[src/design/apts_pkg.sv]
// Shared types, widths, register codes and saturating helpers for the
// ABBA paired timing statistics block. No dependencies.
package apts_pkg;

  localparam int TICK_W     = 24;
  localparam int FRAME_W    = 32;
  localparam int SUM_W      = 64;
  localparam int SQ_W       = 2 * TICK_W;
  localparam int DIFF_W     = TICK_W + 2;
  localparam int MAG_W      = DIFF_W - 1;
  localparam int DSQ_W      = 2 * MAG_W;
  localparam int WARM_W     = 8;
  localparam int NUM_ARMS   = 2;
  localparam int CFG_IDX_W  = 2;
  localparam int CFG_DATA_W = 8;
  localparam int OUTQ_DEPTH = 4;
  localparam int OUTQ_AW    = 2;
  localparam int OUTQ_CW    = 3;

  localparam logic [WARM_W-1:0] WARMUP_RESET = 8'd30;

  localparam logic [CFG_IDX_W-1:0] REG_ENABLE = 2'd0;
  localparam logic [CFG_IDX_W-1:0] REG_SWAP   = 2'd1;
  localparam logic [CFG_IDX_W-1:0] REG_WARMUP = 2'd2;

  // Per-arm statistics word kept in the stats RAM
  typedef struct packed {
    logic [FRAME_W-1:0] frames;
    logic [SUM_W-1:0]   total;
    logic [SUM_W-1:0]   sq_total;
  } arm_stats_t;

  localparam int STATS_W = $bits(arm_stats_t);

  // Item as registered by the front stage
  typedef struct packed {
    logic                     en;
    logic                     arm;
    logic                     next_arm;
    logic                     counted;
    logic                     done;
    logic [TICK_W-1:0]        ticks;
    logic [SQ_W-1:0]          ticks_sq;
    logic signed [DIFF_W-1:0] diff;
  } item_t;

  // One result beat
  typedef struct packed {
    logic                     arm_used;
    logic                     next_arm;
    logic                     counted;
    arm_stats_t               stats;
    logic                     group_done;
    logic signed [DIFF_W-1:0] group_diff_doubled;
    logic [FRAME_W-1:0]       group_count;
    logic signed [SUM_W-1:0]  group_diff_total;
    logic [SUM_W-1:0]         group_diff_square_total;
  } result_t;

  // ABBA arm of a frame number
  function automatic logic arm_of(input logic [FRAME_W-1:0] f, input logic swap);
    return f[0] ^ f[1] ^ swap;
  endfunction

  function automatic logic [SUM_W-1:0] sat_add_u(input logic [SUM_W-1:0] a,
                                                 input logic [SUM_W-1:0] b);
    logic [SUM_W:0] s;
    s = {1'b0, a} + {1'b0, b};
    return s[SUM_W] ? '1 : s[SUM_W-1:0];
  endfunction

  function automatic logic [FRAME_W-1:0] sat_inc(input logic [FRAME_W-1:0] a);
    return (a == '1) ? a : a + FRAME_W'(1);
  endfunction

  function automatic logic signed [SUM_W-1:0] sat_add_s(input logic signed [SUM_W-1:0] a,
                                                        input logic signed [SUM_W-1:0] b);
    logic [SUM_W-1:0] s;
    s = a + b;
    if ((a[SUM_W-1] == b[SUM_W-1]) && (s[SUM_W-1] != a[SUM_W-1])) begin
      return a[SUM_W-1] ? {1'b1, {(SUM_W-1){1'b0}}} : {1'b0, {(SUM_W-1){1'b1}}};
    end
    return s;
  endfunction

endpackage

[src/design/apts_ram.sv]
// Generic single-write, single-read synchronous RAM with registered read.
// No dependencies.
module apts_ram #(
  parameter int WIDTH = 8,
  parameter int DEPTH = 2
) (
  input  logic                     clk,
  input  logic                     wr_en,
  input  logic [$clog2(DEPTH)-1:0] wr_addr,
  input  logic [WIDTH-1:0]         wr_data,
  input  logic                     rd_en,
  input  logic [$clog2(DEPTH)-1:0] rd_addr,
  output logic [WIDTH-1:0]         rd_data
);

  logic [WIDTH-1:0] mem [DEPTH];

  // Write port
  always_ff @(posedge clk) begin
    if (wr_en) begin
      mem[wr_addr] <= wr_data;
    end
  end

  // Registered read, old data on a same-address collision
  always_ff @(posedge clk) begin
    if (rd_en) begin
      rd_data <= mem[rd_addr];
    end
  end

endmodule

[src/design/apts_accum.sv]
// Accumulate stages: per-arm stats read-modify-write on the stats RAM with
// a one-beat bypass, then paired-difference sums. Depends on apts_pkg, apts_ram.
module apts_accum (
  input  logic              clk,
  input  logic              rst,
  input  logic              rd_en,
  input  logic              rd_arm,
  input  logic              a_valid,
  input  apts_pkg::item_t   a_item,
  output logic              push_valid,
  output apts_pkg::result_t push_data
);
  import apts_pkg::*;

  logic [NUM_ARMS-1:0]      arm_vld;
  logic                     rd_vld;
  arm_stats_t               rd_data;
  logic                     byp_valid;
  logic                     byp_arm;
  arm_stats_t               byp_data;
  arm_stats_t               stats_old;
  arm_stats_t               stats_new;
  arm_stats_t               stats_out;
  logic                     wr_en;
  logic signed [SUM_W-1:0]  paired_sum;
  logic signed [SUM_W-1:0]  paired_sum_next;
  logic [FRAME_W-1:0]       paired_groups;
  logic [FRAME_W-1:0]       paired_groups_next;
  logic [SUM_W-1:0]         paired_sq_sum;
  logic [SUM_W-1:0]         paired_sq_sum_next;
  logic [DIFF_W-1:0]        diff_neg;
  logic [MAG_W-1:0]         mag;
  logic                     c_valid;
  result_t                  c_res;
  logic [DSQ_W-1:0]         c_dsq;

  apts_ram #(
    .WIDTH (STATS_W),
    .DEPTH (NUM_ARMS)
  ) u_stats_ram (
    .clk     (clk),
    .wr_en   (wr_en),
    .wr_addr (a_item.arm),
    .wr_data (stats_new),
    .rd_en   (rd_en),
    .rd_addr (rd_arm),
    .rd_data (rd_data)
  );

  // Pick newest arm stats and update them
  always_comb begin
    wr_en = a_valid && a_item.counted;
    if (byp_valid && (byp_arm == a_item.arm)) begin
      stats_old = byp_data;
    end else if (rd_vld) begin
      stats_old = rd_data;
    end else begin
      stats_old = '0;
    end
    stats_new.frames   = sat_inc(stats_old.frames);
    stats_new.total    = sat_add_u(stats_old.total, {{(SUM_W-TICK_W){1'b0}}, a_item.ticks});
    stats_new.sq_total = sat_add_u(stats_old.sq_total,
                                   {{(SUM_W-SQ_W){1'b0}}, a_item.ticks_sq});
    stats_out = a_item.counted ? stats_new : stats_old;

    diff_neg = -a_item.diff;
    mag      = a_item.diff[DIFF_W-1] ? diff_neg[MAG_W-1:0] : a_item.diff[MAG_W-1:0];

    if (a_valid && a_item.done) begin
      paired_sum_next    = sat_add_s(paired_sum,
                             {{(SUM_W-DIFF_W){a_item.diff[DIFF_W-1]}}, a_item.diff});
      paired_groups_next = sat_inc(paired_groups);
    end else begin
      paired_sum_next    = paired_sum;
      paired_groups_next = paired_groups;
    end

    paired_sq_sum_next = (c_valid && c_res.group_done)
                         ? sat_add_u(paired_sq_sum, {{(SUM_W-DSQ_W){1'b0}}, c_dsq})
                         : paired_sq_sum;

    push_valid = c_valid;
    push_data  = c_res;
    push_data.group_diff_square_total = paired_sq_sum_next;
  end

  // Track written arms, bypass and paired sums
  always_ff @(posedge clk) begin
    if (rst) begin
      arm_vld       <= '0;
      byp_valid     <= 1'b0;
      paired_sum    <= '0;
      paired_groups <= '0;
      paired_sq_sum <= '0;
      c_valid       <= 1'b0;
    end else begin
      byp_valid     <= wr_en;
      c_valid       <= a_valid;
      paired_sum    <= paired_sum_next;
      paired_groups <= paired_groups_next;
      paired_sq_sum <= paired_sq_sum_next;
      if (wr_en) begin
        arm_vld[a_item.arm] <= 1'b1;
      end
    end
  end

  // Hold read-side valid, bypass data and the second stage payload
  always_ff @(posedge clk) begin
    if (rd_en) begin
      rd_vld <= arm_vld[rd_arm];
    end
    byp_arm  <= a_item.arm;
    byp_data <= stats_new;
    if (a_valid) begin
      c_res.arm_used                <= a_item.arm;
      c_res.next_arm                <= a_item.next_arm;
      c_res.counted                 <= a_item.counted;
      c_res.stats                   <= stats_out;
      c_res.group_done              <= a_item.done;
      c_res.group_diff_doubled      <= a_item.diff;
      c_res.group_count             <= paired_groups_next;
      c_res.group_diff_total        <= paired_sum_next;
      c_res.group_diff_square_total <= '0;
      c_dsq                         <= {{MAG_W{1'b0}}, mag} * {{MAG_W{1'b0}}, mag};
    end
  end

  a_groups_hold: assert property (@(posedge clk) disable iff (rst)
    a_valid && !a_item.done |=> paired_groups == $past(paired_groups))
    else $error("group count moved without a completed group");

  a_diff_zero: assert property (@(posedge clk) disable iff (rst)
    c_valid && !c_res.group_done |-> c_res.group_diff_doubled == '0)
    else $error("difference reported without a completed group");

endmodule

[config.mk]
export PLATFORM = sky130hd
export DESIGN_NAME = apts_accum
export DESIGN_NICKNAME = d
export VERILOG_FILES = /design/src/design/apts_pkg.sv /design/src/design/apts_ram.sv /design/src/design/apts_accum.sv
export SDC_FILE = /design/constraint.sdc
export NUM_CORES = 2
export LEC_CHECK = 0
export BUFFER_PORTS_ARGS = -buffer_cell sky130_fd_sc_hd__buf_4
export CAP_MARGIN = 30
export CORE_MARGIN = 4
export CORE_UTILIZATION = 65
export CTS_CLUSTER_SIZE = 24
export DETAILED_ROUTE_END_ITERATION = 8
export HOLD_SLACK_MARGIN = 0.05
export MAX_ROUTING_LAYER = met4
export PLACE_DENSITY = 0.87
export SYNTH_ARGS = -nofsm -noshare
export SYNTH_HDL_FRONTEND = slang
export SYNTH_HIERARCHICAL = 1
export SYNTH_SLANG_ARGS = --single-unit
[constraint.sdc]
create_clock -name clk -period 19.6 [get_ports clk]
set_clock_uncertainty 0.1 [all_clocks]
set_input_delay 1.96 -clock clk [delete_from_list [all_inputs] [get_ports clk]]
set_output_delay 1.96 -clock clk [all_outputs]
set_load 0.01 [all_outputs]
Yosys cells after proc, flatten, opt, wreduce, memory -nomap -nowiden
Memories as Yosys holds them, arrays and structs flattened. A register that Yosys moved wholly into a read port is not among the register bits.
Index checks and enable logic that the tools add are counted.
W data, S select, Z words.
- flip-flop bits (word level): 662
- input bits: 108
- memories: 1
- logic and storage cells: 69
- output and inout bits: 351
- memory bits (writable): 320
- memory list (memory ; depth ; width ; rd ports ; clocked after memory_dff ; write ports ; line ; source):
    u_stats_ram.mem ; 2 ; 160 ; 1 ; 1 ; 1 ; apts_ram.sv:16 ; logic [WIDTH-1:0] mem [DEPTH];
- add/sub/neg operators: 7
- $lt $le $gt $ge: 3
- mux-type cells: 23
- bitwise gates (word level): 1
- reduce and logical (&&, ||, !) cells: 6
- equal/unequal tests: 5
- multipliers: 1
- operator list (kind ; count):
    $mux W64 ; 8
    $mux W160 ; 3
    $mux W32 ; 3
    $add A64 B24 Y65 ; 1
    $add A64 B48 Y65 ; 1
    $add A64 B50 Y65 ; 1
    $add A32 B1 Y32 const B ; 2
    $add A64 B26 Y64 ; 1
    $eq A32 B32 Y1 const B ; 2
    $mul A25 B25 Y50 ; 1
    $mux W25 ; 1
    $neg A25 Y25 ; 1
    $mux W1 ; 7
    $logic_and A1 B1 Y1 ; 6
    $lt A1 B2 Y1 const B ; 2
    $eq A1 B1 Y1 ; 2
    $or A2 B2 Y2 ; 1
    $demux W1 S1 ; 1
    $ge A1 B1 Y1 const B ; 1
    $ne A1 B1 Y1 ; 1

Depth between registers and ports, before layout
- word-level depth: 7
- depth in mapped cells: 36
- depth with buffers taken out: 34

Cells and area by module
Netlist, hierarchy kept.
- by module, submodules not included (module ; cells each ; instances ; seq. area each (sq um) ; area each (sq um)):
    apts_accum ; 6279 ; 1 ; 16565.9 ; 55981.2
    apts_ram ; 660 ; 1 ; 14413.8 ; 16768.6

Least setup slack after synthesis
OpenSTA, ideal clock, no wires.
- path type: input -> register
- from: input a_item[4] in the netlist's numbering
- to: register c_dsq[42] (data pin)
- path slack: 8.711 ns
- data required time: 19.240 ns
- data arrival time: 10.530 ns
- buffers on the path: 2
- stages on the path: 35
- library setup time: 0.260 ns
- cell sequence: or4_1 > or4_1 > or2_2 > nor2_1 > nand3b_1 > o31ai_1 > xnor2_1 > inv_1 > clkbuf_1 > nor2_1 > fa_1 > inv_1 > fa_1 > inv_1 > fa_1 > inv_1 > fa_1 > inv_1 > fa_1 > fa_1 > inv_1 > fa_1 > inv_1 > ha_1 > clkbuf_1 > a21oi_1 > o21ai_0 > a221o_1 > a21oi_1 > o211ai_1 > o221a_2 > o31a_1 > a311o_1 > a21oi_1 > xnor2_1
- word-level cells in the longest chain between the ends: 3
- ends and longest elaborated chain (element ; line ; source):
    start: declaration ; apts_accum.sv:9 ; input apts_pkg::item_t a_item,
    $neg A25 Y25 ; apts_accum.sv:66 ; diff_neg = -a_item.diff;
    $mux W25 * ; apts_accum.sv:67 ; mag = a_item.diff[DIFF_W-1] ? diff_neg[MAG_W-1:0] : a_item.diff[MAG_W-1:0];
    $mul A25 B25 Y50 * ; apts_accum.sv:125 ; c_dsq <= {{MAG_W{1'b0}}, mag} * {{MAG_W{1'b0}}, mag};
    end signal: assignment ; apts_accum.sv:125 ;
    end: declaration ; apts_accum.sv:35 ; logic [DSQ_W-1:0] c_dsq;
Every way passes the cells marked *; elsewhere a longest branch is shown, timed or not.
A chain may end at the register's enable or synchronous reset.

Final worst setup path
- from: input a_item[4] in the netlist's numbering
- to: register c_dsq[43] (data pin)
Same word-level chain as after synthesis.

==> metrics.yaml <==
cts_setup_buffers: 0
clock-sinks: 1140
dp_hpwl_mm: 133
viasPerCell: 6.21
place.gp.congestion: 0.981
antenna_found_initial: 9
ys.flop_type: "edfxtp_1"
setup_viol: 0
worst_path_largest_cell_delay_ns: 0.81
dr.pass1.iters: 8
synth_cell_types: 99
ctsHoldBuffers: 0
ys_ff_latch: 1140
tightest_slew_ns: 1.09
drive_above_1_share_pct: 13.1
grt_max_degree: 130
synthCells: 6939
fin_tns_setup_ns: 0
rrSetupSlack_ns: 12.46
max_cap_viol_count: 0
yosys_warnings: 6
routed_wl_mm: 192
post_cts_resize_count: 0
regArea_um2: 31000
vias: 55200
slew_headroom_pct: 26.6
die_h_um: 343
nets: 8227
ys_async_sr_fraction_pct: 0
status: "finished, violations left"
dieArea_um2: 117000
fp.dieW_um: 343
clockBufferDepth: 3
required_ns: 19.93
start_kind: "input port"
seq_area_frac_synth_pct: 42.6
grt_pass1_vias: 55800
drt-initial-drc-count: 5360
synth_edf_count: 815
ios: 459
period_share_pct: 62.6
hold_path.class: "reg2reg"
hold_violations: 0
avgSynthCellArea_um2: 10.5
path_clk_slew_ns: 0.06
period_needed_ns: 12.27
wl_per_cell_um: 21.7
crit_top_cell: "inv_1"
crit_path_end_kind: "register"
rows: 122
io_buffers: 457
cts_tree: "yes"
numCtsBuffers: 112
coreArea_um2: 111000
grt-ovfl-total: 0
critPathArrivalTime_ns: 12.61
rsz0062_at_grt: "false"
grt_pass1_wl_mm: 299
failed_checks: "DRC"
initial_utilization_pct: 65.6
cts_max_level: 3
fillers: 7303
clock_latency_ns: 0.73
grtUsageTotal_pct: 33.1
area_growth_pct: 11.9
root_buffer: "clkbuf_16"
fmax_ghz: 0.0815
cp_slowest_cell: "xor2_2"
multi_input_comb_area_um2: 37800
synth.net_count: 7884
antenna_left: 0
drc: 2
path_max_fanout: 14
synth_area_um2: 72700
crit_type: "in2reg"
drv_slew: 0
-- layout by cell type (no fill, tap or decap), drive strengths merged, types with 197 or more instances in the layout --
| cell | netlist | final |
|---|---|---|
| edfxtp | 815 | 815 |
| nand2 | 722 | 722 |
| inv | 717 | 722 |
| nor2 | 568 | 568 |
| buf | 68 | 530 |
| fa | 470 | 470 |
| a21oi | 401 | 401 |
| ha | 367 | 367 |
| dfxtp | 325 | 325 |
| xnor2 | 220 | 220 |
| nand3 | 209 | 209 |
| o21ai | 197 | 197 |
-- cell families after synthesis --
group                      Yosys count  synth area share, %
DFF                               1140                 42.6
buffers and inverters             1022                 5.56
AOI/OAI and AO/OA                 1210                 10.4
muxes                              218                 3.82
and+or+nand+nor                   2132                 13.8
adders and majority gates          837                 19.2
xor gates and xnor gates           380                 4.61
-- sequential cells by signal, indices dropped and copies added, names as in the netlist --
name	cells
arm_vld	2
byp_arm	1
byp_data	160
byp_valid	1
c_dsq	48
paired_groups	32
paired_sq_sum	64
paired_sum	64
push_data	286
push_valid	1
rd_vld	1
u_stats_ram/mem	320
u_stats_ram/rd_data	160
-- metrics by stage --
step	util, %	hold slack, ns	instances	worst slack [ns]	area [um^2]
CTS	73.4	0.389	8864	7.58	81300
global route	73.5	0.404	8876	6.89	81400
finish	73.5	0.391	8878	7.33	81400
floorplan	-	0.331	6939	8.71	72700
global placement	69.8	0.349	8649	7.06	77400
detailed placement	69.8	0.380	8652	6.86	77400
-- critical path: cells and delay by family --
kind / cells / cell delay, ns
compound gates: 7 / 2.05
xor+xnor: 2 / 0.92
fa+ha+maj: 8 / 3.85
buf+inv: 9 / 1.25
simple gates: 7 / 2.55
-- synthesized netlist by cell type, drive strengths merged (124+ instances only) --
cell type	n	area [um^2]
nor2	568	2140
ha	367	4590
edfxtp	815	24500
clkbuf	233	875
nand3	209	1060
xor2	160	1420
dfxtp	325	6510
a31oi	162	1010
fa	470	9410
a21o	124	931
nand2	722	2720
mux2	177	2370
a21oi	401	2010
xnor2	220	1930
inv	717	2690
o21ai	197	1000
nor3	132	711
-- routing by layer --
metal | vias to the layer above | track usage [%] | routed length [um]
li1 | 24700 | - | -
met1 | 26800 | 40.5 | 71700
met2 | 3002 | 53.7 | 92400
met3 | 681 | 5.76 | 17700
met4 | 0 | 16.2 | 10400
met5 | - | - | 0
-- final timing paths --
path | to | cells past startpoint | start
setup reg to reg | push_data[191]$_DFFE_PP_ | 18 | byp_valid$_SDFF_PP0_
setup / recovery | c_dsq[43]$_DFFE_PP_ | 33 | a_item[4]
hold / removal | arm_vld[0]$_SDFFE_PP0P_ | 2 | arm_vld[0]$_SDFFE_PP0P_
hold reg to reg | arm_vld[0]$_SDFFE_PP0P_ | 2 | arm_vld[0]$_SDFFE_PP0P_
-- final cells by class --
| class | count | share of cell area (%) |
|---|---|---|
| diodes | 10 | 0.0307 |
| flip-flops and latches | 1140 | 38.1 |
| repair buffers | 530 | 5.04 |
| clock buffers | 156 | 3.89 |
| inverters | 721 | 3.32 |
| well taps | 1488 | 2.29 |
| clock inverters | 56 | 0.921 |
| multi-input cells | 4777 | 46.5 |
Power is left out: the tool's default activity adds up to more than one toggle a clock period on the data nets, which glitch-free logic cannot reach.
