## src/design/apts_pkg.sv

```systemverilog
// Shared types, widths, register codes and saturating helpers for the
// ABBA paired timing statistics block. No dependencies.
package apts_pkg;

  localparam int TICK_W     = 24;
  localparam int FRAME_W    = 32;
  localparam int SUM_W      = 64;
  localparam int SQ_W       = 2 * TICK_W;
  localparam int DIFF_W     = TICK_W + 2;
  localparam int MAG_W      = DIFF_W - 1;
  localparam int DSQ_W      = 2 * MAG_W;
  localparam int WARM_W     = 8;
  localparam int NUM_ARMS   = 2;
  localparam int CFG_IDX_W  = 2;
  localparam int CFG_DATA_W = 8;
  localparam int OUTQ_DEPTH = 4;
  localparam int OUTQ_AW    = 2;
  localparam int OUTQ_CW    = 3;

  localparam logic [WARM_W-1:0] WARMUP_RESET = 8'd30;

  localparam logic [CFG_IDX_W-1:0] REG_ENABLE = 2'd0;
  localparam logic [CFG_IDX_W-1:0] REG_SWAP   = 2'd1;
  localparam logic [CFG_IDX_W-1:0] REG_WARMUP = 2'd2;

  // Per-arm statistics word kept in the stats RAM
  typedef struct packed {
    logic [FRAME_W-1:0] frames;
    logic [SUM_W-1:0]   total;
    logic [SUM_W-1:0]   sq_total;
  } arm_stats_t;

  localparam int STATS_W = $bits(arm_stats_t);

  // Item as registered by the front stage
  typedef struct packed {
    logic                     en;
    logic                     arm;
    logic                     next_arm;
    logic                     counted;
    logic                     done;
    logic [TICK_W-1:0]        ticks;
    logic [SQ_W-1:0]          ticks_sq;
    logic signed [DIFF_W-1:0] diff;
  } item_t;

  // One result beat
  typedef struct packed {
    logic                     arm_used;
    logic                     next_arm;
    logic                     counted;
    arm_stats_t               stats;
    logic                     group_done;
    logic signed [DIFF_W-1:0] group_diff_doubled;
    logic [FRAME_W-1:0]       group_count;
    logic signed [SUM_W-1:0]  group_diff_total;
    logic [SUM_W-1:0]         group_diff_square_total;
  } result_t;

  // ABBA arm of a frame number
  function automatic logic arm_of(input logic [FRAME_W-1:0] f, input logic swap);
    return f[0] ^ f[1] ^ swap;
  endfunction

  function automatic logic [SUM_W-1:0] sat_add_u(input logic [SUM_W-1:0] a,
                                                 input logic [SUM_W-1:0] b);
    logic [SUM_W:0] s;
    s = {1'b0, a} + {1'b0, b};
    return s[SUM_W] ? '1 : s[SUM_W-1:0];
  endfunction

  function automatic logic [FRAME_W-1:0] sat_inc(input logic [FRAME_W-1:0] a);
    return (a == '1) ? a : a + FRAME_W'(1);
  endfunction

  function automatic logic signed [SUM_W-1:0] sat_add_s(input logic signed [SUM_W-1:0] a,
                                                        input logic signed [SUM_W-1:0] b);
    logic [SUM_W-1:0] s;
    s = a + b;
    if ((a[SUM_W-1] == b[SUM_W-1]) && (s[SUM_W-1] != a[SUM_W-1])) begin
      return a[SUM_W-1] ? {1'b1, {(SUM_W-1){1'b0}}} : {1'b0, {(SUM_W-1){1'b1}}};
    end
    return s;
  endfunction

endpackage

```

## src/design/apts_front.sv

```systemverilog
// Accept stage: frame counter, ABBA arm choice, warmup check, group buffer
// and paired difference, squared duration. Depends on apts_pkg.
module apts_front (
  input  logic                          clk,
  input  logic                          rst,
  input  logic                          accept,
  input  logic [apts_pkg::TICK_W-1:0]   frame_ticks,
  input  logic                          enable,
  input  logic                          swap_arms,
  input  logic [apts_pkg::WARM_W-1:0]   warmup_groups,
  output logic                          rd_arm,
  output logic                          a_valid,
  output apts_pkg::item_t               a_item
);
  import apts_pkg::*;

  logic [FRAME_W-1:0]       frame_index;
  logic [FRAME_W-1:0]       frame_inc;
  logic [FRAME_W-1:0]       warm_frames;
  logic [TICK_W-1:0]        gbuf [4];
  logic [1:0]               slot;
  logic                     cur_arm;
  logic                     cnt;
  logic                     last;
  logic [DIFF_W-1:0]        mid;
  logic [DIFF_W-1:0]        outer;
  item_t                    item_next;

  // Decode the current frame
  always_comb begin
    frame_inc   = frame_index + FRAME_W'(1);
    warm_frames = {{(FRAME_W-WARM_W-2){1'b0}}, warmup_groups, 2'b00};
    slot        = frame_index[1:0];
    cur_arm     = arm_of(frame_index, swap_arms);
    cnt         = enable && (frame_index >= warm_frames);
    last        = cnt && (slot == 2'd3);
    mid         = {2'b00, gbuf[1]} + {2'b00, gbuf[2]};
    outer       = {2'b00, gbuf[0]} + {2'b00, frame_ticks};
    rd_arm      = enable ? cur_arm : 1'b0;

    item_next.en       = enable;
    item_next.arm      = rd_arm;
    item_next.next_arm = enable ? arm_of(frame_inc, swap_arms) : 1'b0;
    item_next.counted  = cnt;
    item_next.done     = last;
    item_next.ticks    = frame_ticks;
    item_next.ticks_sq = {{TICK_W{1'b0}}, frame_ticks} * {{TICK_W{1'b0}}, frame_ticks};
    item_next.diff     = last ? $signed(mid - outer) : '0;
  end

  // Advance frame counter
  always_ff @(posedge clk) begin
    if (rst) begin
      frame_index <= '0;
      a_valid     <= 1'b0;
    end else begin
      a_valid <= accept;
      if (accept && enable) begin
        frame_index <= frame_inc;
      end
    end
  end

  // Hold item payload and group buffer
  always_ff @(posedge clk) begin
    if (accept) begin
      a_item <= item_next;
      if (cnt) begin
        gbuf[slot] <= frame_ticks;
      end
    end
  end

  a_done_counted: assert property (@(posedge clk) disable iff (rst)
    a_valid && a_item.done |-> a_item.counted)
    else $error("group completion on an uncounted frame");

  a_idle_arm: assert property (@(posedge clk) disable iff (rst)
    a_valid && !a_item.en |-> !a_item.counted && !a_item.arm && !a_item.next_arm)
    else $error("disabled frame touched an arm");

endmodule

```

## config.mk

```make
export PLATFORM = sky130hd
export DESIGN_NAME = apts_front
export DESIGN_NICKNAME = d
export VERILOG_FILES = /design/src/design/apts_pkg.sv /design/src/design/apts_front.sv
export SDC_FILE = /design/constraint.sdc
export NUM_CORES = 1
export LEC_CHECK = 0
export BUFFER_PORTS_ARGS = -buffer_cell sky130_fd_sc_hd__buf_2
export CAP_MARGIN = 20
export CORE_ASPECT_RATIO = 1.25
export CORE_MARGIN = 8
export CORE_UTILIZATION = 45
export CTS_BUF_LIST = sky130_fd_sc_hd__clkbuf_8
export CTS_CLUSTER_SIZE = 8
export DETAILED_ROUTE_END_ITERATION = 6
export SYNTH_ARGS = -nofsm -noshare
export SYNTH_HDL_FRONTEND = slang
export SYNTH_SLANG_ARGS = --single-unit
```

## constraint.sdc

```tcl
create_clock -name clk -period 14.5 [get_ports clk]
set_input_delay 0.725 -clock clk [delete_from_list [all_inputs] [get_ports clk]]
set_output_delay 0.725 -clock clk [all_outputs]
set_load 0.01 [all_outputs]
```

# Word-level counts from Yosys, hierarchy flattened
# Memories as Yosys holds them, arrays and structs flattened.
# Index checks and enable logic that the tools add are counted.
word_totals:
  ramBits: 96
  latch_bits: 0
  mem_count: 1
  mem_bits_ro: 0
  regBits: 136
mem_list:
  columns: ["name", "depth", "width", "read_ports", "rd_clocked_by_memory_dff", "write_ports", "line", "text"]
  rows:
  - ["gbuf", 4, 24, 3, 0, 1, "apts_front.sv:20", "logic [TICK_W-1:0] gbuf [4];"]
op_classes:
  n_lt_le_gt_ge: 1
  reduce_logical: 3
  bitwise_logic: 4
  muxes: 4
  n_shift: 0
  eq_ne: 1
  multipliers: 1
  addsub: 4
  div_mod_pow: 0
ops:
  columns: ["operator", "n"]
  rows:
  - ["$add 24x24->25", 2]
  - ["$mul 24x24->48", 1]
  - ["$add 32x1->32 const B", 1]
  - ["$ge 32x10->1", 1]
  - ["$sub 25x25->26", 1]
  - ["$mux 1", 4]
  - ["$xor 1x1->1", 4]
  - ["$logic_and 1x1->1", 3]
  - ["$eq 2x2->1 const B", 1]

# Logic depth before layout (Yosys ltp)
# Gate-level depths: netlist of the first run.
depth:
  ltp_word: 5
  ltp_mapped: 28
  depth_no_buf: 27

# Worst setup path before layout of the first run
# No wires, ideal clock.
synth_path:
  kind: "input to register"
  startpoint: "in frame_ticks[14] (netlist name)"
  endpoint: "reg a_item[73] (netlist name), data pin"
  setup_slack_ps: 7217
  path_stages: 27
  arrival_time_ps: 7015
  t_required_ps: 14232
  setup_ps: 268
  path_buffers: 2
  cell_sequence: "clkbuf_1 > inv_1 > buf_1 > nor2_1 > fa_1 > inv_1 > fa_1 > inv_1 > fa_1 > inv_1 > fa_1 > inv_1 > fa_1 > fa_1 > inv_1 > fa_1 > inv_1 > ha_1 > and4_1 > and3_1 > a41o_1 > a21oi_1 > o21ai_2 > a41oi_2 > o21ai_2 > o2111ai_1 > o211ai_2"
synth_lines:
  columns: ["item", "line", "text"]
  rows:
  - ["from (decl)", "apts_front.sv:7", "input logic [apts_pkg::TICK_W-1:0] frame_ticks,"]
  - ["to (signal assigned)", "apts_front.sv:67", "a_item <= item_next;"]
  - ["to (decl)", "apts_front.sv:13", "output apts_pkg::item_t a_item"]

==> results of run 1 <==
==> final cells by class <==
type / count / area (um2) / share of cell area [%]
tap: 742 / 928 / 3.38
clock inverter: 28 / 193 / 0.702
antenna: 1 / 2.50 / 0.00912
timing repair buffer: 148 / 763 / 2.78
sequential: 206 / 5860 / 21.3
multi-input combinational: 1556 / 16800 / 61.4
inverter: 618 / 2320 / 8.46
clock buffer: 38 / 523 / 1.91
==> final timing paths <==
kind | startpoint | to | slack [ps] | cells after the start
worst max register to register | gbuf[0][0] | a_item[24] | 10310 | 17
worst max-delay path | frame_ticks[11] | a_item[69] | 6480 | 25
worst min register to register | frame_index[11] | frame_index[11] | 500 | 2
worst min-delay path | enable | a_item[102] | 360 | 1
==> sequential cells by signal (all words and copies together), names as in the netlist <==
name / flops
a_item: 101
gbuf: 72
frame_index: 32
a_valid: 1
==> per-stage QoR <==
step	instance area, um2	std cells
finish	27400	3337
CTS	27400	3336
global route	27400	3337
detailed placement	26700	3270
floorplan	25300	2451
global placement	26700	3270
==> cells by family (layout without fill, tap and decap cells) <==
family	count (synthesis)	in the layout
and+or+nand+nor	548	548
buffers and inverters	689	832
adders and majority gates	683	683
AOI/OAI and AO/OA	222	222
muxes	2	2
xor gates and xnor gates	100	100
other	1	2
DFF	206	206
==> cells in the final DEF, fill, tap and decap left out, types with 6 or more instances in the layout <==
cell type and n:
buf_4 9, nor4_1 6, nand3_1 28, clkinv_1 13
a21oi_1 59, o21ai_0 42, edfxtp_1 173, xor2_1 47
nor3_1 9, o211ai_1 6, ha_1 213, clkbuf_8 38
dfxtp_1 33, buf_2 139, inv_1 623, a31oi_1 9
o21a_1 14, xnor2_1 53, nor2b_1 11, or3_1 6
fa_1 470, and3_1 19, a211oi_1 8, nor2_1 205
nand2_1 214, a21o_1 39, nand4_1 14, and2_1 20
==> layer usage <==
| metal | track usage, % | vias to the layer above | share of wire (%) |
|---|---|---|---|
| met5 | 0 | - | 0 |
| met4 | 7.11 | 0 | 3.5 |
| met3 | 3.90 | 134 | 5.8 |
| met2 | 35.4 | 484 | 50 |
| met1 | 25.1 | 8615 | 40 |
| li1 | - | 7757 | - |
==> qor.csv, run 1 <==
metric;value;unit
first drt pass iteration count;7;
top post-synthesis cells by area;fa_1 37%, edfxtp_1 21%, ha_1 11%, inv_1 9.1%, nand2_1 3.2%;
Critical Path Sink Type;register;
Post-CTS Hold Buffers;0;
Hold WC Path Type;input pin to register;
PnR worst setup slack;6480;ps
Synth Flop Type;edfxtp_1;
post-CTS setup buffer count;0;
Layout area overhead;8.44;%
Post-Synthesis Cells;2451;
Synth Area in Compound Gates;6.00;%
IO Pins;142;
final hold slack;364;ps
number of H-tree levels;2;
post-synth cell types;68;
Die X-Extent;228;um
main combinational cell family by area after synthesis;adder cells;
Final Max Slew Viols;0;
total congestion overflow;0;
Critical Path RT;14840;ps
Synth area leader;fa_1;
Finish-stage setup viols;0;
largest net degree at the start of global routing;51;
Post-Synth Simple-Gate Area;9.30;%
top cells by count, synth;610 x inv_1, 470 x fa_1, 214 x nand2_1, 213 x ha_1, 205 x nor2_1;
initial core utilization;45.3;%
die height;281;um
via count;16990;
Crit Path Category;input pin to register;
Root Driver;clkbuf_8;
Clk Latency, worst-skew pair;630;ps
clock period minus worst slack;8020;ps
die area;64100;um2
most used cell, CP;fa_1;
CTS tree;done;
FP Rows;97;
core area;55800;um2
FILL cells;5175;
Final Hold Viols;0;
vias in the first global route;19224;
Final HPWL DP;50500;um
drt drc;1;
#FFs+latches synth;206;
Synth async-reset ratio;0;%
PortBufs;140;
GRT Total Usage;20.3;%
CP max stage delay;660;ps
max_slew headroom;39.7;%
adder and majority gate portion of the synthesized area;47.7;%
crit path max fanout;22;
# Max-Cap Violations;0;
CTS Buf Count;37;
clk slew on worst S/H paths;60;ps
register area share after synthesis;23.1;%
Yosys top cell area share;37.2;%
Max Fclk;125;MHz
Max stage delay cell, worst path;a21boi_0;
Worst Setup Start Kind;input pin;
DR vias/cell;5.09;
fin nets;3287;
Worst-Margin Slew;895;ps
clk sinks;206;
TNS Setup;0;ps
share of cells above drive strength 1;8.29;%
count leader, synth;inv_1;
syn_area_per_cell;10.3;um2
post-synthesis xor/xnor area fraction;3.46;%
final wirelength;62600;um
Wirelength per Cell;18.7;um
Synth Cell Area;25300;um2
cts repair resizes;0;
failing checks;DRC;
final core utilization;49.1;%
Crit path arrival time;8360;ps
GP Congestion;0.925;
Top delay family on crit path;adder cells;
Syn. warnings;0;
post-synthesis mux area share;0.0841;%
Buf/Inv on CP;8;
fin crit share;55.3;%
CTS max path bufs;3;
number of flops mapped to enable cells by yosys;173;
Detailed Route Iter0 Violations;1050;
antenna violations before repair;2;
Synthesized Nets;3171;
first-pass GRT wire length;103000;um
Post-Place Worst Slack;5950;ps
status;complete, but fails checks;
Routed Antenna Nets;0;
Post-Route Skew;33.0;ps
RSZ-0062 raised after global routing;false;
Power of run 1 is left out: the tool's default activity adds up to more than one toggle a clock period on the data nets, which glitch-free logic cannot reach.
==> run 2, diff against run 1 <==
==> constraint.sdc (replaced) <==
create_clock -name clk -period 6.9 [get_ports clk]
set_input_delay 0.345 -clock clk [delete_from_list [all_inputs] [get_ports clk]]
set_output_delay 0.345 -clock clk [all_outputs]
set_load 0.01 [all_outputs]
==> qor.csv, run 2 (synthesis results as in run 1) <==
metric;value;unit;change
crit path max fanout;6;;-73%
number of H-tree levels;2;;unchanged
first drt pass iteration count;5;;-2
highest-count cells in the layout ignoring fill and taps;624 x inv_1, 470 x fa_1, 294 x buf_4;;
critical path, cell by cell;buf_2 -> inv_1 -> nor2_1 -> inv_1 -> fa_1 -> inv_1 -> fa_1 -> inv_1 -> fa_1 -> fa_1 -> inv_1 -> fa_1 -> fa_1 -> fa_1 -> ha_1 -> a21o_1 -> a21o_1 -> a21o_1 -> a211o_1 -> o211ai_1 -> nand2_1 -> a21boi_2 -> o21ai_0 -> and3_1;;
status;completed;;
via count;18000;;+5.9%
CP max stage delay;550;ps;-110 ps
Crit Path Category;input pin to register;;
Final Max Slew Viols;0;;unchanged
fin crit share;94.8;%;
Final HPWL DP;55000;um;+9.0%
Top delay family on crit path;adder cells;;
Worst Setup Start Kind;input pin;;
R2R setup slack;2790;ps;-7520 ps
CTS tree;done;;
antenna violations before repair;2;;unchanged
core area;55800;um2;unchanged
drt drc;0;;-1
initial core utilization;45.3;%;unchanged
clk sinks;206;;unchanged
Root Driver;clkbuf_8;;
Top reg by flops;a_item;;
Finish-stage setup viols;0;;unchanged
Critical Path Sink Type;register;;
FP Rows;97;;unchanged
most used cell, CP;fa_1;;
Worst Hold Path EP;a_item[93];;
worst hold stages;2;;+1
share of cells above drive strength 1;17.8;%;+9.5 points
PnR worst setup slack;361;ps;-6110 ps
Clk Latency, worst-skew pair;630;ps;about the same
Worst R2R Path Depth;16;;-1
Routed Antenna Nets;0;;unchanged
Final Hold Viols;0;;unchanged
Worst-Margin Slew;870;ps;-25.8 ps
Post-Place Worst Slack;-534;ps;-6490 ps
leading cell type in the layout, fill and taps excluded;inv_1;;
largest net degree at the start of global routing;54;;+5.9%
DR vias/cell;4.95;;-2.7%
max_slew headroom;41.5;%;+1.8 points
IO Pins;142;;unchanged
GRT Total Usage;20.7;%;+0.42 points
vias in the first global route;20173;;+4.9%
Crit path arrival time;6910;ps;-1450 ps
die area;64100;um2;unchanged
Buf/Inv on CP;6;;-2
clock period minus worst slack;6540;ps;
Hold WC Path Type;input pin to register;;
final wirelength;64400;um;+3.0%
PortBufs;140;;unchanged
Wirelength per Cell;17.7;um;-5.4%
RSZ-0062 raised after global routing;false;;
Largest regs;a_item (101), gbuf (72), frame_index (32);;
CTS Buf Count;36;;-2.7%
# Max-Cap Violations;0;;unchanged
DP Area;29100;um2;+8.8%
r2r startpoint;gbuf[1][0];;
GP Congestion;0.890;;-3.8%
total congestion overflow;0;;unchanged
fin nets;3583;;+9.0%
hold_sp;frame_ticks[19];;
Layout area overhead;17.6;%;
CTS max path bufs;3;;unchanged
Critical Path RT;7270;ps;-7570 ps
first-pass GRT wire length;106000;um;+2.5%
Max Fclk;153;MHz;
Max stage delay cell, worst path;fa_1;;
cell area after layout;29700;um2;+8.4%
Detailed Route Iter0 Violations;741;;-29%
max reg flops;101;;unchanged
clk slew on worst S/H paths;70;ps;about the same
RR Endpoint;a_item[24];;
Die X-Extent;228;um;unchanged
die height;281;um;unchanged
Post-Route Skew;41.1;ps;+8.11 ps
==> run 2: worst max-delay path by stage <==
stage                    startpoint          to  slack, ps  depth (start not counted)
detailed placement   frame_ticks[2]  a_item[70]       -530                         26
CTS                  frame_ticks[2]  a_item[70]        140                         26
global placement     frame_ticks[2]  a_item[70]       -490                         26
global route         frame_ticks[2]  a_item[70]         30                         26
floorplan           frame_ticks[22]  a_item[73]         30                         25
finish              frame_ticks[14]  a_item[68]        360                         24
==> run 2: what timing repair did <==
item                                    in CTS  in global routing
endpoints found under the setup margin       0                  4
resized for setup                            0                  7
hold endpoints to repair                     1                  0
setup buffers                                0                  0
hold buffers                                 1                  0
==> run 2: layer usage <==
layer	up-vias	track usage (%)	share of wire (%)
li1	8347	-	-
met1	9106	24.7	39
met2	415	37.4	52
met3	132	2.80	4.0
met4	0	8.86	4.7
met5	-	0	0
==> run 2: area by class of cell <==
| type | instances | area, um2 |
|---|---|---|
| clock buffers | 37 | 509 |
| diodes | 1 | 2.50 |
| well taps | 742 | 928 |
| multi-input cells | 1556 | 16900 |
| repair buffers | 445 | 3130 |
| inverters | 618 | 2320 |
| clock inverters | 28 | 131 |
| fillers | 5018 | 26100 |
| flip-flops and latches | 206 | 5860 |
==> run 2: worst register-to-register path: cells and delay by family, from the launching register on <==
family	cells	cell delay, ps
AOI/OAI and AO/OA	8	1710
adders and majority gates	4	1440
buffers and inverters	3	180
DFF	1	380
and+or+nand+nor	1	180
==> run 2: through the flow <==
step / std cells / util, % / hold WS, ps / TNS [ps]
after CTS: 3632 / 53.2 / 74.5 / 0
after global routing: 3633 / 53.3 / 96.2 / 0
after floorplan: 2451 / - / 444 / 0
final: 3633 / 53.3 / 115 / 0
after global placement: 3566 / 52.1 / 471 / -3350
after detailed placement: 3566 / 52.1 / 494 / -3620
Power of run 2 is left out for the same reason.
==> run 3, diff against run 2 <==
==> constraint.sdc (replaced) <==
create_clock -name clk -period 6.4 [get_ports clk]
set_input_delay 0.32 -clock clk [delete_from_list [all_inputs] [get_ports clk]]
set_output_delay 0.32 -clock clk [all_outputs]
set_load 0.01 [all_outputs]
==> qor.csv, run 3 (synthesis results as in run 1) <==
metric;value;unit;change
status;completed;;
Max Fclk;160;MHz;
Root Driver;clkbuf_8;;
CTS Buf Count;38;;+5.6%
crit path max fanout;10;;+4
sequential cell area;5860;um2;unchanged
Final Hold Viols;0;;unchanged
CTS tree;done;;
CTS max path bufs;3;;unchanged
via count;18446;;+2.5%
leading cell type in the layout, fill and taps excluded;inv_1;;
Worst-Margin Slew;852;ps;-17.4 ps
Die X-Extent;228;um;unchanged
core area;55800;um2;unchanged
Critical Path Sink Type;register;;
Crit Path Category;input pin to register;;
clk slew on worst S/H paths;60;ps;about the same
Post-Place Worst Slack;-774;ps;-241 ps
fin nets;3638;;+1.5%
fin crit share;97.9;%;
IO Pins;142;;unchanged
Routed Antenna Nets;0;;unchanged
vias in the first global route;21003;;+4.1%
Critical Path RT;6730;ps;-540 ps
Placed Cells incl. Taps;3603;;+1.0%
largest net degree at the start of global routing;61;;+13%
antenna violations before repair;1;;-1
GRT Total Usage;21.5;%;+0.75 points
Largest regs;a_item (101), gbuf (72), frame_index (32);;
Clk Latency, worst-skew pair;610;ps;-20 ps
clk sinks;206;;unchanged
highest-count cells in the layout ignoring fill and taps;610 x inv_1, 462 x fa_1, 344 x buf_4;;
Crit. Startpoint;frame_ticks[15];;
die area;64100;um2;unchanged
max_slew headroom;43.2;%;+1.7 points
Final Max Slew Viols;0;;unchanged
clock period minus worst slack;6260;ps;
number of H-tree levels;2;;unchanged
# Max-Cap Violations;0;;unchanged
hold_sp;frame_ticks[9];;
Top reg by flops;a_item;;
r2r startpoint;gbuf[0][0];;
max reg flops;101;;unchanged
die height;281;um;unchanged
PnR worst setup slack;137;ps;-225 ps
Layout area overhead;21.2;%;
Worst Setup Start Kind;input pin;;
total congestion overflow;0;;unchanged
GP Congestion;0.900;;+1.1%
multi-input logic area;17200;um2;+1.9%
RSZ-0062 raised after global routing;true;;
Finish-stage setup viols;0;;unchanged
FILL cells;4981;;-0.74%
FP Rows;97;;unchanged
final wirelength;66400;um;+3.1%
first drt pass iteration count;5;;unchanged
Hold WC Path Type;input pin to register;;
share of cells above drive strength 1;22.2;%;+4.4 points
Crit path arrival time;6590;ps;-320 ps
TNS Setup;0;ps;unchanged
first-pass GRT wire length;109000;um;+2.6%
Detailed Route Iter0 Violations;924;;+25%
drt drc;0;;unchanged
final core utilization;54.9;%;+1.6 points
Post-Route Skew;31.4;ps;-9.68 ps
Final HPWL DP;56000;um;+1.8%
Wirelength per Cell;18.0;um;+1.5%
DR vias/cell;5.00;;+0.92%
fin cells;3689;;+1.5%
initial core utilization;45.3;%;unchanged
PortBufs;140;;unchanged
-- run 3: cell count changes in the layout (fill, tap and decap cells not counted), moves of 14 or more --
cell,delta
buf_6,+15
buf_4,+50
nor2_2,+19
inv_1,-14
buf_2,-16
nor2_1,-24
-- run 3: path summary, 6_finish.rpt --
check | end | slack, ps | cells past startpoint
setup reg to reg | a_item[24] | 2240 | 17
hold reg to reg | frame_index[1] | 510 | 2
hold / removal | a_item[83] | 40 | 1
setup / recovery | a_item[73] | 140 | 27
-- run 3: what timing repair did --
action	CTS	global route
endpoints found under the hold margin	2	0
hold buffers	2	0
pin swaps	0	36
gates resized for setup	13	109
gates cloned	0	1
setup endpoints to repair	8	12
buffers inserted	3	11
-- run 3: metrics by stage --
stage | area (um2) | hold slack, ps
floorplan | 25500 | 419
global placement | 29400 | 472
detailed placement | 29400 | 498
CTS | 30200 | 29.4
global route | 30700 | 16.9
finish | 30700 | 41.0
-- run 3: layout make-up --
| cell class | count | share of cell area, % |
|---|---|---|
| antenna | 1 | 0.00816 |
| clock buffer | 42 | 1.89 |
| clock inverter | 26 | 0.482 |
| inverter | 618 | 7.67 |
| multi-input combinational | 1556 | 56.0 |
| sequential | 206 | 19.1 |
| tap | 742 | 3.03 |
| timing repair buffer | 498 | 11.8 |
-- run 3: routing by layer --
layer / global-route usage, % / wire (um) / vias up
met5: 0 / 0 / -
met4: 11.4 / 3790 / 0
met3: 3.03 / 2780 / 177
met2: 39.5 / 34800 / 452
met1: 23.9 / 25100 / 9346
li1: - / - / 8471
-- run 3: critical path, cell delays in order --
cell and delay [ps]:
buf_4 180, buf_4 180, nand2_1 120, inv_1 80
fa_1 510, inv_1 60, fa_1 500, inv_1 70
fa_1 470, inv_1 50, fa_1 520, inv_1 60
fa_1 490, fa_1 500, inv_1 50, fa_1 470
inv_1 60, ha_4 290, and4_1 200, and3_4 200
nand2_1 80, o21ai_4 270, a41oi_2 190, buf_6 170
o21ai_4 220, o21a_1 160, o211ai_2 90
Power of run 3 is left out for the same reason.
